### config.mk
export PLATFORM = sky130hd
export DESIGN_NAME = ratio_to_continued_logarithm_top
export DESIGN_NICKNAME = d
export VERILOG_FILES = /design/src/hdl/rtcl_pkg.sv /design/src/hdl/ratio_to_continued_logarithm_top.sv /design/src/hdl/rtcl_front.sv /design/src/hdl/rtcl_queue.sv /design/src/hdl/rtcl_back.sv
export SDC_FILE = /design/constraint.sdc
export NUM_CORES = 1
export LEC_CHECK = 0
export BUFFER_PORTS_ARGS = -buffer_cell sky130_fd_sc_hd__clkbuf_2
export CAP_MARGIN = 20
export CORE_UTILIZATION = 40
export DETAILED_ROUTE_END_ITERATION = 10
export HOLD_SLACK_MARGIN = 0.05
export PLACE_DENSITY_LB_ADDON = 0.2
export SKIP_CTS_REPAIR_TIMING = 1
export SLEW_MARGIN = 20
export SYNTH_ARGS = -nofsm -noshare
export SYNTH_HDL_FRONTEND = slang
export SYNTH_HIERARCHICAL = 1
export SYNTH_SLANG_ARGS = --single-unit
### constraint.sdc
create_clock -name clock -period 4 [get_ports clock]
set_input_delay 0.4 -clock clock [delete_from_list [all_inputs] [get_ports clock]]
set_output_delay 0.4 -clock clock [all_outputs]
set_load 0.05 [all_outputs]
### src/hdl/rtcl_pkg.sv
package rtcl_pkg;

   // continued-logarithm symbol codes
   typedef enum logic [2:0] {
      SYM_REFLECT = 3'd0,
      SYM_GROUND  = 3'd1,
      SYM_TURN    = 3'd2,
      SYM_UNCOVER = 3'd3,
      SYM_AMPLIFY = 3'd4
   } sym_type;

   // result status codes
   typedef enum logic [1:0] {
      ST_OK    = 2'd0,
      ST_UNDEF = 2'd1,
      ST_ZERO  = 2'd2
   } status_type;

   // what the front end decided about an incoming ratio
   typedef enum logic [1:0] {
      KIND_RUN   = 2'd0,
      KIND_UNDEF = 2'd1,
      KIND_ZERO  = 2'd2
   } kind_type;

   typedef struct packed {
      kind_type kind;
      logic     neg;    // value is negative, sign symbol still owed
   } cls_type;

   typedef enum logic {
      BK_IDLE,
      BK_RUN
   } back_state_type;

   localparam int MAX_RES    = 64;
   localparam int CNT_W      = $clog2(MAX_RES);
   localparam int RSP_DATA_W = 8;
   localparam int ST_W       = 2;
   localparam int QUEUE_DEPTH = 2;

endpackage

### src/hdl/ratio_to_continued_logarithm_top.sv
// signed ratio to continued-logarithm symbol expander
//
// req channel: one word per ratio, numerator and denominator as two's complement.
// rsp channel: one word per symbol; tuser carries the status, tlast marks the
// final word of a ratio's run. a 0/0 ratio gives one word with status undefined,
// a zero numerator one word with status zero, both with symbol field zero.
//
// a front end takes magnitudes and classifies each ratio, then pushes it into a
// two-entry queue; the back end pops one ratio at a time, loads its iteration
// registers and produces one symbol per cycle while rsp_tready allows, until the
// numerator is zero or MAX_RES symbols are out; special ratios skip the iteration.
// a symbol passes the queue, the iteration registers and the output word register;
// a status word skips the iteration registers.
// while the back end works, the queue keeps taking up to two more ratios.
// with rsp_tready low and a word pending, that word holds and the iteration pauses.
// synchronous reset empties the queue, drops any run and clears rsp_tvalid.
module ratio_to_continued_logarithm_top
   import rtcl_pkg::*;
#(
   parameter  int WIDTH = 16,
   localparam int REQ_W = ((2 * WIDTH + 7) / 8) * 8
) (
   input  logic                  clock,
   input  logic                  reset,
   input  logic                  req_tvalid,
   output logic                  req_tready,
   input  logic [REQ_W-1:0]      req_tdata,   // numerator, denominator
   output logic                  rsp_tvalid,
   input  logic                  rsp_tready,
   output logic [RSP_DATA_W-1:0] rsp_tdata,   // symbol
   output logic [ST_W-1:0]       rsp_tuser,   // status
   output logic                  rsp_tlast
);

   localparam int Q_W = $bits(cls_type) + 2 * WIDTH;

   logic             fq_valid;
   logic             fq_ready;
   cls_type          fq_cls;
   logic [WIDTH-1:0] fq_num;
   logic [WIDTH-1:0] fq_den;
   logic             qb_valid;
   logic             qb_ready;
   logic [Q_W-1:0]   qb_data;
   cls_type          qb_cls;
   logic [WIDTH-1:0] qb_num;
   logic [WIDTH-1:0] qb_den;

   rtcl_front #(
      .WIDTH (WIDTH),
      .REQ_W (REQ_W)
   ) u_front (
      .req_tvalid (req_tvalid),
      .req_tready (req_tready),
      .req_tdata  (req_tdata),
      .q_valid    (fq_valid),
      .q_ready    (fq_ready),
      .q_cls      (fq_cls),
      .q_num      (fq_num),
      .q_den      (fq_den)
   );

   rtcl_queue #(
      .DATA_W (Q_W)
   ) u_queue (
      .clock    (clock),
      .reset    (reset),
      .wr_valid (fq_valid),
      .wr_ready (fq_ready),
      .wr_data  ({fq_cls, fq_num, fq_den}),
      .rd_valid (qb_valid),
      .rd_ready (qb_ready),
      .rd_data  (qb_data)
   );

   assign {qb_cls, qb_num, qb_den} = qb_data;

   rtcl_back #(
      .WIDTH (WIDTH)
   ) u_back (
      .clock      (clock),
      .reset      (reset),
      .q_valid    (qb_valid),
      .q_ready    (qb_ready),
      .q_cls      (qb_cls),
      .q_num      (qb_num),
      .q_den      (qb_den),
      .rsp_tvalid (rsp_tvalid),
      .rsp_tready (rsp_tready),
      .rsp_tdata  (rsp_tdata),
      .rsp_tuser  (rsp_tuser),
      .rsp_tlast  (rsp_tlast)
   );

endmodule

### src/hdl/rtcl_front.sv
module rtcl_front
   import rtcl_pkg::*;
#(
   parameter int WIDTH = 16,
   parameter int REQ_W = 32
) (
   input  logic             req_tvalid,
   output logic             req_tready,
   input  logic [REQ_W-1:0] req_tdata,
   output logic             q_valid,
   input  logic             q_ready,
   output cls_type          q_cls,
   output logic [WIDTH-1:0] q_num,
   output logic [WIDTH-1:0] q_den
);

   logic [WIDTH-1:0] num_raw;
   logic [WIDTH-1:0] den_raw;
   logic             num_neg;
   logic             den_neg;

   assign num_raw = req_tdata[WIDTH-1:0];
   assign den_raw = req_tdata[2*WIDTH-1:WIDTH];
   assign num_neg = num_raw[WIDTH-1];
   assign den_neg = den_raw[WIDTH-1];

   // the most negative code maps to 2^(WIDTH-1), which still fits unsigned
   assign q_num = num_neg ? (~num_raw + WIDTH'(1)) : num_raw;
   assign q_den = den_neg ? (~den_raw + WIDTH'(1)) : den_raw;

   always_comb begin
      q_cls.neg = num_neg ^ den_neg;
      priority if (q_num == '0 && q_den == '0) begin
         q_cls.kind = KIND_UNDEF;
      end else if (q_num == '0) begin
         q_cls.kind = KIND_ZERO;
      end else begin
         q_cls.kind = KIND_RUN;
      end
   end

   assign q_valid    = req_tvalid;
   assign req_tready = q_ready;

endmodule

### src/hdl/rtcl_queue.sv
module rtcl_queue
   import rtcl_pkg::*;
#(
   parameter int DATA_W = 8
) (
   input  logic              clock,
   input  logic              reset,
   input  logic              wr_valid,
   output logic              wr_ready,
   input  logic [DATA_W-1:0] wr_data,
   output logic              rd_valid,
   input  logic              rd_ready,
   output logic [DATA_W-1:0] rd_data
);

   localparam int PTR_W = $clog2(QUEUE_DEPTH);
   localparam int CNT_QW = $clog2(QUEUE_DEPTH + 1);

   logic [DATA_W-1:0] mem_ff [QUEUE_DEPTH];
   logic [PTR_W-1:0]  wr_ptr_ff, wr_ptr_in;
   logic [PTR_W-1:0]  rd_ptr_ff, rd_ptr_in;
   logic [CNT_QW-1:0] cnt_ff, cnt_in;
   logic              push;
   logic              pop;

   assign wr_ready = cnt_ff != CNT_QW'(QUEUE_DEPTH);
   assign rd_valid = cnt_ff != '0;
   assign rd_data  = mem_ff[rd_ptr_ff];
   assign push     = wr_valid && wr_ready;
   assign pop      = rd_valid && rd_ready;

   always_comb begin
      wr_ptr_in = wr_ptr_ff;
      rd_ptr_in = rd_ptr_ff;
      cnt_in    = cnt_ff;
      if (push) begin
         wr_ptr_in = (wr_ptr_ff == PTR_W'(QUEUE_DEPTH - 1)) ? '0 : wr_ptr_ff + PTR_W'(1);
      end
      if (pop) begin
         rd_ptr_in = (rd_ptr_ff == PTR_W'(QUEUE_DEPTH - 1)) ? '0 : rd_ptr_ff + PTR_W'(1);
      end
      if (push && !pop) begin
         cnt_in = cnt_ff + CNT_QW'(1);
      end else if (pop && !push) begin
         cnt_in = cnt_ff - CNT_QW'(1);
      end
   end

   always_ff @(posedge clock) begin
      if (reset) begin
         wr_ptr_ff <= '0;
         rd_ptr_ff <= '0;
         cnt_ff    <= '0;
      end else begin
         wr_ptr_ff <= wr_ptr_in;
         rd_ptr_ff <= rd_ptr_in;
         cnt_ff    <= cnt_in;
      end
   end

   always_ff @(posedge clock) begin
      if (push) begin
         mem_ff[wr_ptr_ff] <= wr_data;
      end
   end

endmodule

### src/hdl/rtcl_back.sv
module rtcl_back
   import rtcl_pkg::*;
#(
   parameter int WIDTH = 16
) (
   input  logic                  clock,
   input  logic                  reset,
   input  logic                  q_valid,
   output logic                  q_ready,
   input  cls_type               q_cls,
   input  logic [WIDTH-1:0]      q_num,
   input  logic [WIDTH-1:0]      q_den,
   output logic                  rsp_tvalid,
   input  logic                  rsp_tready,
   output logic [RSP_DATA_W-1:0] rsp_tdata,
   output logic [ST_W-1:0]       rsp_tuser,
   output logic                  rsp_tlast
);

   back_state_type   state_ff, state_in;
   logic [WIDTH-1:0] num_ff, num_in;
   logic [WIDTH-1:0] den_ff, den_in;
   logic             neg_ff, neg_in;
   logic [CNT_W-1:0] cnt_ff, cnt_in;
   logic             valid_ff, valid_in;
   sym_type          sym_ff, sym_in;
   status_type       st_ff, st_in;
   logic             last_ff, last_in;

   logic             slot_free;
   logic [WIDTH-1:0] step_num;
   logic [WIDTH-1:0] step_den;
   sym_type          step_sym;
   logic             step_done;

   assign slot_free = !valid_ff || rsp_tready;

   // one symbol of the expansion
   always_comb begin
      step_num = num_ff;
      step_den = den_ff;
      priority if (neg_ff) begin
         if (num_ff > den_ff) begin
            step_num = den_ff;
            step_den = num_ff;
            step_sym = SYM_GROUND;
         end else begin
            step_sym = SYM_REFLECT;
         end
      end else if (num_ff > den_ff) begin
         step_num = den_ff;
         step_den = num_ff;
         step_sym = SYM_TURN;
      end else if (num_ff > (den_ff >> 1)) begin
         step_num = den_ff - num_ff;
         step_den = num_ff;
         step_sym = SYM_UNCOVER;
      end else begin
         // num is at most den/2 here, so doubling cannot overflow
         if (!den_ff[0]) begin
            step_den = den_ff >> 1;
         end else begin
            step_num = {num_ff[WIDTH-2:0], 1'b0};
         end
         step_sym = SYM_AMPLIFY;
      end
      step_done = (step_num == '0) || (cnt_ff == CNT_W'(MAX_RES - 1));
   end

   always_comb begin
      state_in = state_ff;
      num_in   = num_ff;
      den_in   = den_ff;
      neg_in   = neg_ff;
      cnt_in   = cnt_ff;
      valid_in = valid_ff && !rsp_tready;
      sym_in   = sym_ff;
      st_in    = st_ff;
      last_in  = last_ff;
      q_ready  = 1'b0;
      unique case (state_ff)
         BK_IDLE: begin
            if (q_valid && slot_free) begin
               q_ready = 1'b1;
               unique case (q_cls.kind)
                  KIND_UNDEF: begin
                     valid_in = 1'b1;
                     sym_in   = SYM_REFLECT;
                     st_in    = ST_UNDEF;
                     last_in  = 1'b1;
                  end
                  KIND_ZERO: begin
                     valid_in = 1'b1;
                     sym_in   = SYM_REFLECT;
                     st_in    = ST_ZERO;
                     last_in  = 1'b1;
                  end
                  default: begin
                     num_in   = q_num;
                     den_in   = q_den;
                     neg_in   = q_cls.neg;
                     cnt_in   = '0;
                     state_in = BK_RUN;
                  end
               endcase
            end
         end
         BK_RUN: begin
            if (slot_free) begin
               valid_in = 1'b1;
               sym_in   = step_sym;
               st_in    = ST_OK;
               last_in  = step_done;
               num_in   = step_num;
               den_in   = step_den;
               neg_in   = 1'b0;
               cnt_in   = cnt_ff + CNT_W'(1);
               if (step_done) begin
                  state_in = BK_IDLE;
               end
            end
         end
         default: begin
            state_in = BK_IDLE;
         end
      endcase
   end

   always_ff @(posedge clock) begin
      if (reset) begin
         state_ff <= BK_IDLE;
         valid_ff <= 1'b0;
         neg_ff   <= 1'b0;
      end else begin
         state_ff <= state_in;
         valid_ff <= valid_in;
         neg_ff   <= neg_in;
      end
   end

   always_ff @(posedge clock) begin
      num_ff  <= num_in;
      den_ff  <= den_in;
      cnt_ff  <= cnt_in;
      sym_ff  <= sym_in;
      st_ff   <= st_in;
      last_ff <= last_in;
   end

   assign rsp_tvalid = valid_ff;
   assign rsp_tdata  = {{(RSP_DATA_W - $bits(sym_type)){1'b0}}, sym_ff};
   assign rsp_tuser  = st_ff;
   assign rsp_tlast  = last_ff;

endmodule

==> Word level (Yosys, flattened, before mapping) <==
Memory sizes are Yosys's and may differ from the RTL's. A register that Yosys moved wholly into a read port is not among the register bits.
Index checks and enable logic that the tools add are counted.
{ "totals": {"regBits": 51, "ram_bits": 70, "input_bits": 36, "output_inout_bits": 13, "elab_cells": 128, "memories": 1} }
{ "mem_list": {"columns": ["memory", "depth", "word_bits", "read_ports", "rd_ports_with_merged_regs", "write_ports", "line_no", "rtl"], "rows": [
  ["u_queue.mem_ff", 2, 35, 1, 1, 1, "rtcl_queue.sv:19", "logic [DATA_W-1:0] mem_ff [QUEUE_DEPTH];"]
]} }
{ "op_classes": {"addsub": 8, "order_cmp": 2, "n_eq_ne": 11, "muxes": 65, "bitwise_logic": 4, "n_reduce_logical": 24} }
{ "op_table": {"columns": ["operator", "n"], "rows": [
  ["two-way mux 16 bit", 18],
  ["case mux 16 bit (2 select lines)", 2],
  ["zero test 16 bit", 3],
  ["adder 16 x 1 -> 16 bit (second input constant)", 2],
  ["inverter 16 bit", 2],
  ["two-way mux 1 bit", 22],
  ["two-way mux 3 bit", 6],
  ["two-way mux 6 bit", 3],
  ["> comparator 16 x 15 -> 1 bit", 1],
  ["> comparator 16 bit", 1],
  ["subtractor 16 bit", 1],
  ["two-way mux 2 bit", 6],
  ["case mux 6 bit (2 select lines)", 1],
  ["AND reduction 3 bit", 3],
  ["!= test 2 bit (second input constant)", 4],
  ["case mux 1 bit (2 select lines)", 4],
  ["case mux 2 bit (2 select lines)", 2],
  ["logical AND 1 bit", 7],
  ["adder 6 x 1 -> 6 bit (second input constant)", 1],
  ["equality test 6 bit (second input constant)", 1],
  ["!= test 3 bit (second input constant)", 2],
  ["case mux 3 bit (2 select lines)", 1],
  ["AND reduction 5 bit", 1],
  ["zero test 1 bit", 4],
  ["other kinds (13)", 16]
]} }

==> Depth between registers and ports, before layout <==
{ "logic_depth": {"depth_word": 9, "ltp_mapped": 16, "mapped_depth_nobuf": 13} }

==> Hierarchy <==
Netlist, hierarchy kept.
{ "modules_own_cells": {"columns": ["mod", "n_inst", "cells_each", "area_per_inst_um2", "seq_area_each_um2"], "rows": [
  ["rtcl_back", 1, 493, 4227.8, 1381.3],
  ["rtcl_queue", 1, 133, 2746.4, 2202.1],
  ["rtcl_front", 1, 166, 1102.3, 0.0]
]} }

==> Worst setup path after synthesis <==
Ideal clock, no wire load.
{ "synth_path": {"kind": "register -> register", "start": "reg u_back.den_ff[0]", "end": "reg u_back.last_ff, in the netlist u_back/rsp_tlast (data pin)", "setup_time_ns": 0.131, "arrival_time_ns": 3.698, "required_time_ns": 3.869, "path_slack_ns": 0.171, "stages_incl_launch_ff": 16, "n_path_buf": 2, "period_less_slack_ns": 3.829, "cell_sequence": "edfxtp_1 buf_1 clkbuf_1 inv_1 ha_1 fa_1 nand2b_1 a21o_1 a31oi_4 a21oi_4 nor3_1 o211ai_1 a32oi_1 nand4_1 nor4_2 a31o_1"} }
{ "synth_via": {"elab_chain_cells": 8, "elab_cells_between_ends": 11, "classes_between": "add/sub (1); order compare (1); mux (7); reduce/logical (2)"} }
{ "synth_lines": {"columns": ["item", "line_no", "rtl"], "rows": [
  ["start: declaration", "rtcl_back.sv:22", "logic [WIDTH-1:0] den_ff, den_in;"],
  ["start signal: assignment", "rtcl_back.sv:143", "den_ff <= den_in;"],
  ["subtractor 16 bit or two-way mux 16 bit (tied branches)", "rtcl_back.sv:55, rtcl_back.sv:60", null],
  ["two-way mux 16 bit", "rtcl_back.sv:54", "end else if (num_ff > (den_ff >> 1)) begin"],
  ["two-way mux 16 bit", "rtcl_back.sv:50", "end else if (num_ff > den_ff) begin"],
  ["two-way mux 16 bit (*)", "rtcl_back.sv:42", "priority if (neg_ff) begin"],
  ["zero test 16 bit (*)", "rtcl_back.sv:67", "step_done = (step_num == '0) || (cnt_ff == CNT_W'(MAX_RES - 1));"],
  ["logical OR 1 bit (*)", "rtcl_back.sv:67", null],
  ["two-way mux 1 bit (*)", "rtcl_back.sv:109", "if (slot_free) begin"],
  ["case mux 1 bit (2 select lines) (*)", "rtcl_back.sv:81", "unique case (state_ff)"],
  ["end signal: assignment", "rtcl_back.sv:147", "last_ff <= last_in;"],
  ["end: declaration", "rtcl_back.sv:28", "logic last_ff, last_in;"]
]} }
Mark *: on every way between the ends. The rest lies on a longest branch, timed or not. The select of a mux whose other input is x is not followed.
A chain may end at the register's enable or synchronous reset.

==> Final worst setup path <==
{ "layout_path": {"start": "reg u_back.num_ff[12]", "end": "reg u_back.last_ff, in the netlist u_back/rsp_tlast (data pin)"} }
{ "layout_via": {"elab_chain_cells": 8, "elab_cells_between_ends": 12, "classes_between": "add/sub (1); order compare (2); mux (7); reduce/logical (2)"} }
{ "layout_lines": {"columns": ["item", "line_no", "rtl"], "rows": [
  ["start: declaration", "rtcl_back.sv:21", "logic [WIDTH-1:0] num_ff, num_in;"],
  ["start signal: assignment", "rtcl_back.sv:142", "num_ff <= num_in;"],
  ["subtractor 16 bit, or another cell as far along", "rtcl_back.sv:55", "step_num = den_ff - num_ff;"],
  ["two-way mux 16 bit", "rtcl_back.sv:54", null],
  ["two-way mux 16 bit", "rtcl_back.sv:50", null],
  ["two-way mux 16 bit (*)", "rtcl_back.sv:42", null],
  ["zero test 16 bit (*)", "rtcl_back.sv:67", null],
  ["logical OR 1 bit (*)", "rtcl_back.sv:67", null],
  ["two-way mux 1 bit (*)", "rtcl_back.sv:109", null],
  ["case mux 1 bit (2 select lines) (*)", "rtcl_back.sv:81", null]
]} }
Marked as above.

==> reports/metrics.cfg <==
[hold_path]
min_path_type=in2reg

[cts]
clkSlewWorstSetupHoldPaths_ps=60
root_buffer=clkbuf_16
clock_sinks=122
insertion_delay_ps=410
cts_tree=done
cts_max_path_buffers=2
cts_buffers=17
h-tree-depth=4

[yosys]
synth_top_area_share=0.4239
syn_inst=792
synth-seq-cells=122
syn_avg_cell_area_um2=10.20
yosysSeqAreaShare=0.4437
synthFlopType=edfxtp_1
synthesis.area_um2=8076
synthArstFlopShare=0
yosysWarnings=6
synth-edff-count=114
synth_top_area_cell=edfxtp_1
ys_top_cells_by_area=edfxtp_1, mux2_2, ha_1
synth.distinct_cells=80

[timing]
maxSlewHeadroom=0.3940
timing.setup.tns_ps=0
min_period_ps=3740
fmax_ghz=0.2674
skew_ps=17.13
setup-violations-final=0
post-route-period-util=0.9350
rsz0062_at_grt=no
tightest_slew_ps=908.1
finalMaxSlewViolations=0
finalHoldViolations=0

[die]
row_count=51
die_area_um2=20760
core_um2=19650
die_y_um=144.1
start_util=0.4109
num_io_pins=49
die_x_um=144.1

[grt]
grt_use_met1=0.2735
gr-max-usage-layer=met2
grt_pass1_wl_mm=29.93
grtUsageMet3=0.03245
grt_pass1_vias=5564
grt_use_met2=0.2909
antenna_found_initial=0
grt_use_total=0.1913
grt_max_degree=57
grt-ovfl-total=0

[flow_run]
max-cap-violations=0

[placed_design]
portBuffers=43
finalWeightedCongestion=0.8765
hpwl_mm=13.90

[final_layout]
nets=897
fillCellCount=1906
drive_gt1_frac=0.1830
syn2layout_area_growth_pct=13.14
most-common-layout-cells=edfxtp_1, a21oi_1, nor2_1, inv_1, nand2_1
antenna_cells=0
final_common_cell=edfxtp_1

[drt]
routedWlPerCell_um=17.13
first_iter_violations=396
drt-vias-per-instance=5.463
num_vias=6015
first_pass_iters=5
drc=0
ant_nets=0
drt-total-wl_mm=18.86

[critical_path]
startpoint_type=register
r2r_setup_slack_ps=260
critPathKind=reg2reg
cp-end-kind=register
arrival_ps=3900
path_max_fanout=8
cp.required_ps=4160

[run_status]
status=finished, final reports clean

[worst max-delay path, cell delays in order (launching register included)]
cell and delay [ps]:
edfxtp_1 510, ha_1 390, nand4b_4 150, a2111o_1 460
a311o_1 570, a2111oi_0 660, a211oi_1 260, nand4_1 170
nor4_2 70, a31o_1 240
[final timing paths]
| check | from | endpoint | depth (start not counted) |
|---|---|---|---|
| max | u_back/num_ff[12] | u_back/rsp_tlast | 9 |
| min | req_tdata[16] | u_queue/mem_ff[1][0] | 1 |
| max reg2reg | u_back/num_ff[12] | u_back/rsp_tlast | 9 |
| min reg2reg | u_queue/rd_ptr_ff | register | 2 |
[routing by layer]
metal,wire length (um),up-vias
met4,329,0
li1,-,2999
met1,9194,2827
met5,0,-
met3,953,18
met2,8381,171
[registers in the layout (all words and copies together) (netlist names), named ones only]
register	cells
u_back/neg_ff	1
u_back/rsp_tvalid	1
u_back/rsp_tuser	2
u_back/rsp_tlast	1
u_queue/cnt_ff	2
u_back/cnt_ff	6
u_back/state_ff	1
u_queue/mem_ff	70
u_queue/wr_ptr_ff	1
u_back/den_ff	16
u_queue/rd_ptr_ff	1
u_back/sym_ff	3
u_back/num_ff	16
[cell usage after synthesis, types with 6 or more instances]
cell      count
mux2i_1      19
a21o_1        8
mux2_2       42
ha_1         37
xnor2_1      32
nor2b_1       6
or3_1         7
nor3_1       31
nand3_1      12
a21oi_1      79
nand2b_1     16
nor4_1       10
clkbuf_1     24
o31ai_1       6
inv_1        48
o21ai_0      36
dfxtp_1       8
buf_4        12
edfxtp_1    114
nand4_1       6
buf_2         6
xor2_1       12
nand2_1      46
nor2_1       62
o211ai_1      8
[per-stage QoR]
stage                     cell area [um^2]  cells  hold WS, ps    util  setup WS, ps
after global routing                  9138   1101        267.7  0.4649         46.21
after CTS                             9138   1101        257.2  0.4649         360.6
after global placement                8494   1069        487.2  0.4322         380.3
after detailed placement              8494   1069        489.9  0.4322         390.4
final                                 9138   1101        274.4  0.4649         259.9
after floorplan                       8092    796        469.1       -         171.3
[area by class of cell]
class | count | area, um^2 | area share
repair buffers | 56 | 325.3 | 0.03560
inverters | 48 | 180.2 | 0.01972
well taps | 265 | 331.6 | 0.03629
flip-flops and latches | 122 | 3585 | 0.3923
multi-input cells | 578 | 4073 | 0.4457
clock buffers | 19 | 452.9 | 0.04957
clock inverters | 13 | 190.2 | 0.02081
[logic make-up (layout without fill, tap and decap cells)]
family                   count (synthesis)  count (layout)  synth area share
AND/OR/NAND/NOR                        231             231            0.1490
AO/OA/AOI/OAI                          199             199            0.1633
flip-flops                             122             122            0.4437
buffers and inverters                   96             136           0.05391
multiplexers                            61              61           0.08211
XOR/XNOR                                44              44           0.04771
adder cells (fa/ha/maj)                 38              38           0.05980
other                                    1               5         0.0004643
Power is left out: the tool's default activity adds up to more than one toggle a clock period on the data nets, which glitch-free logic cannot reach.
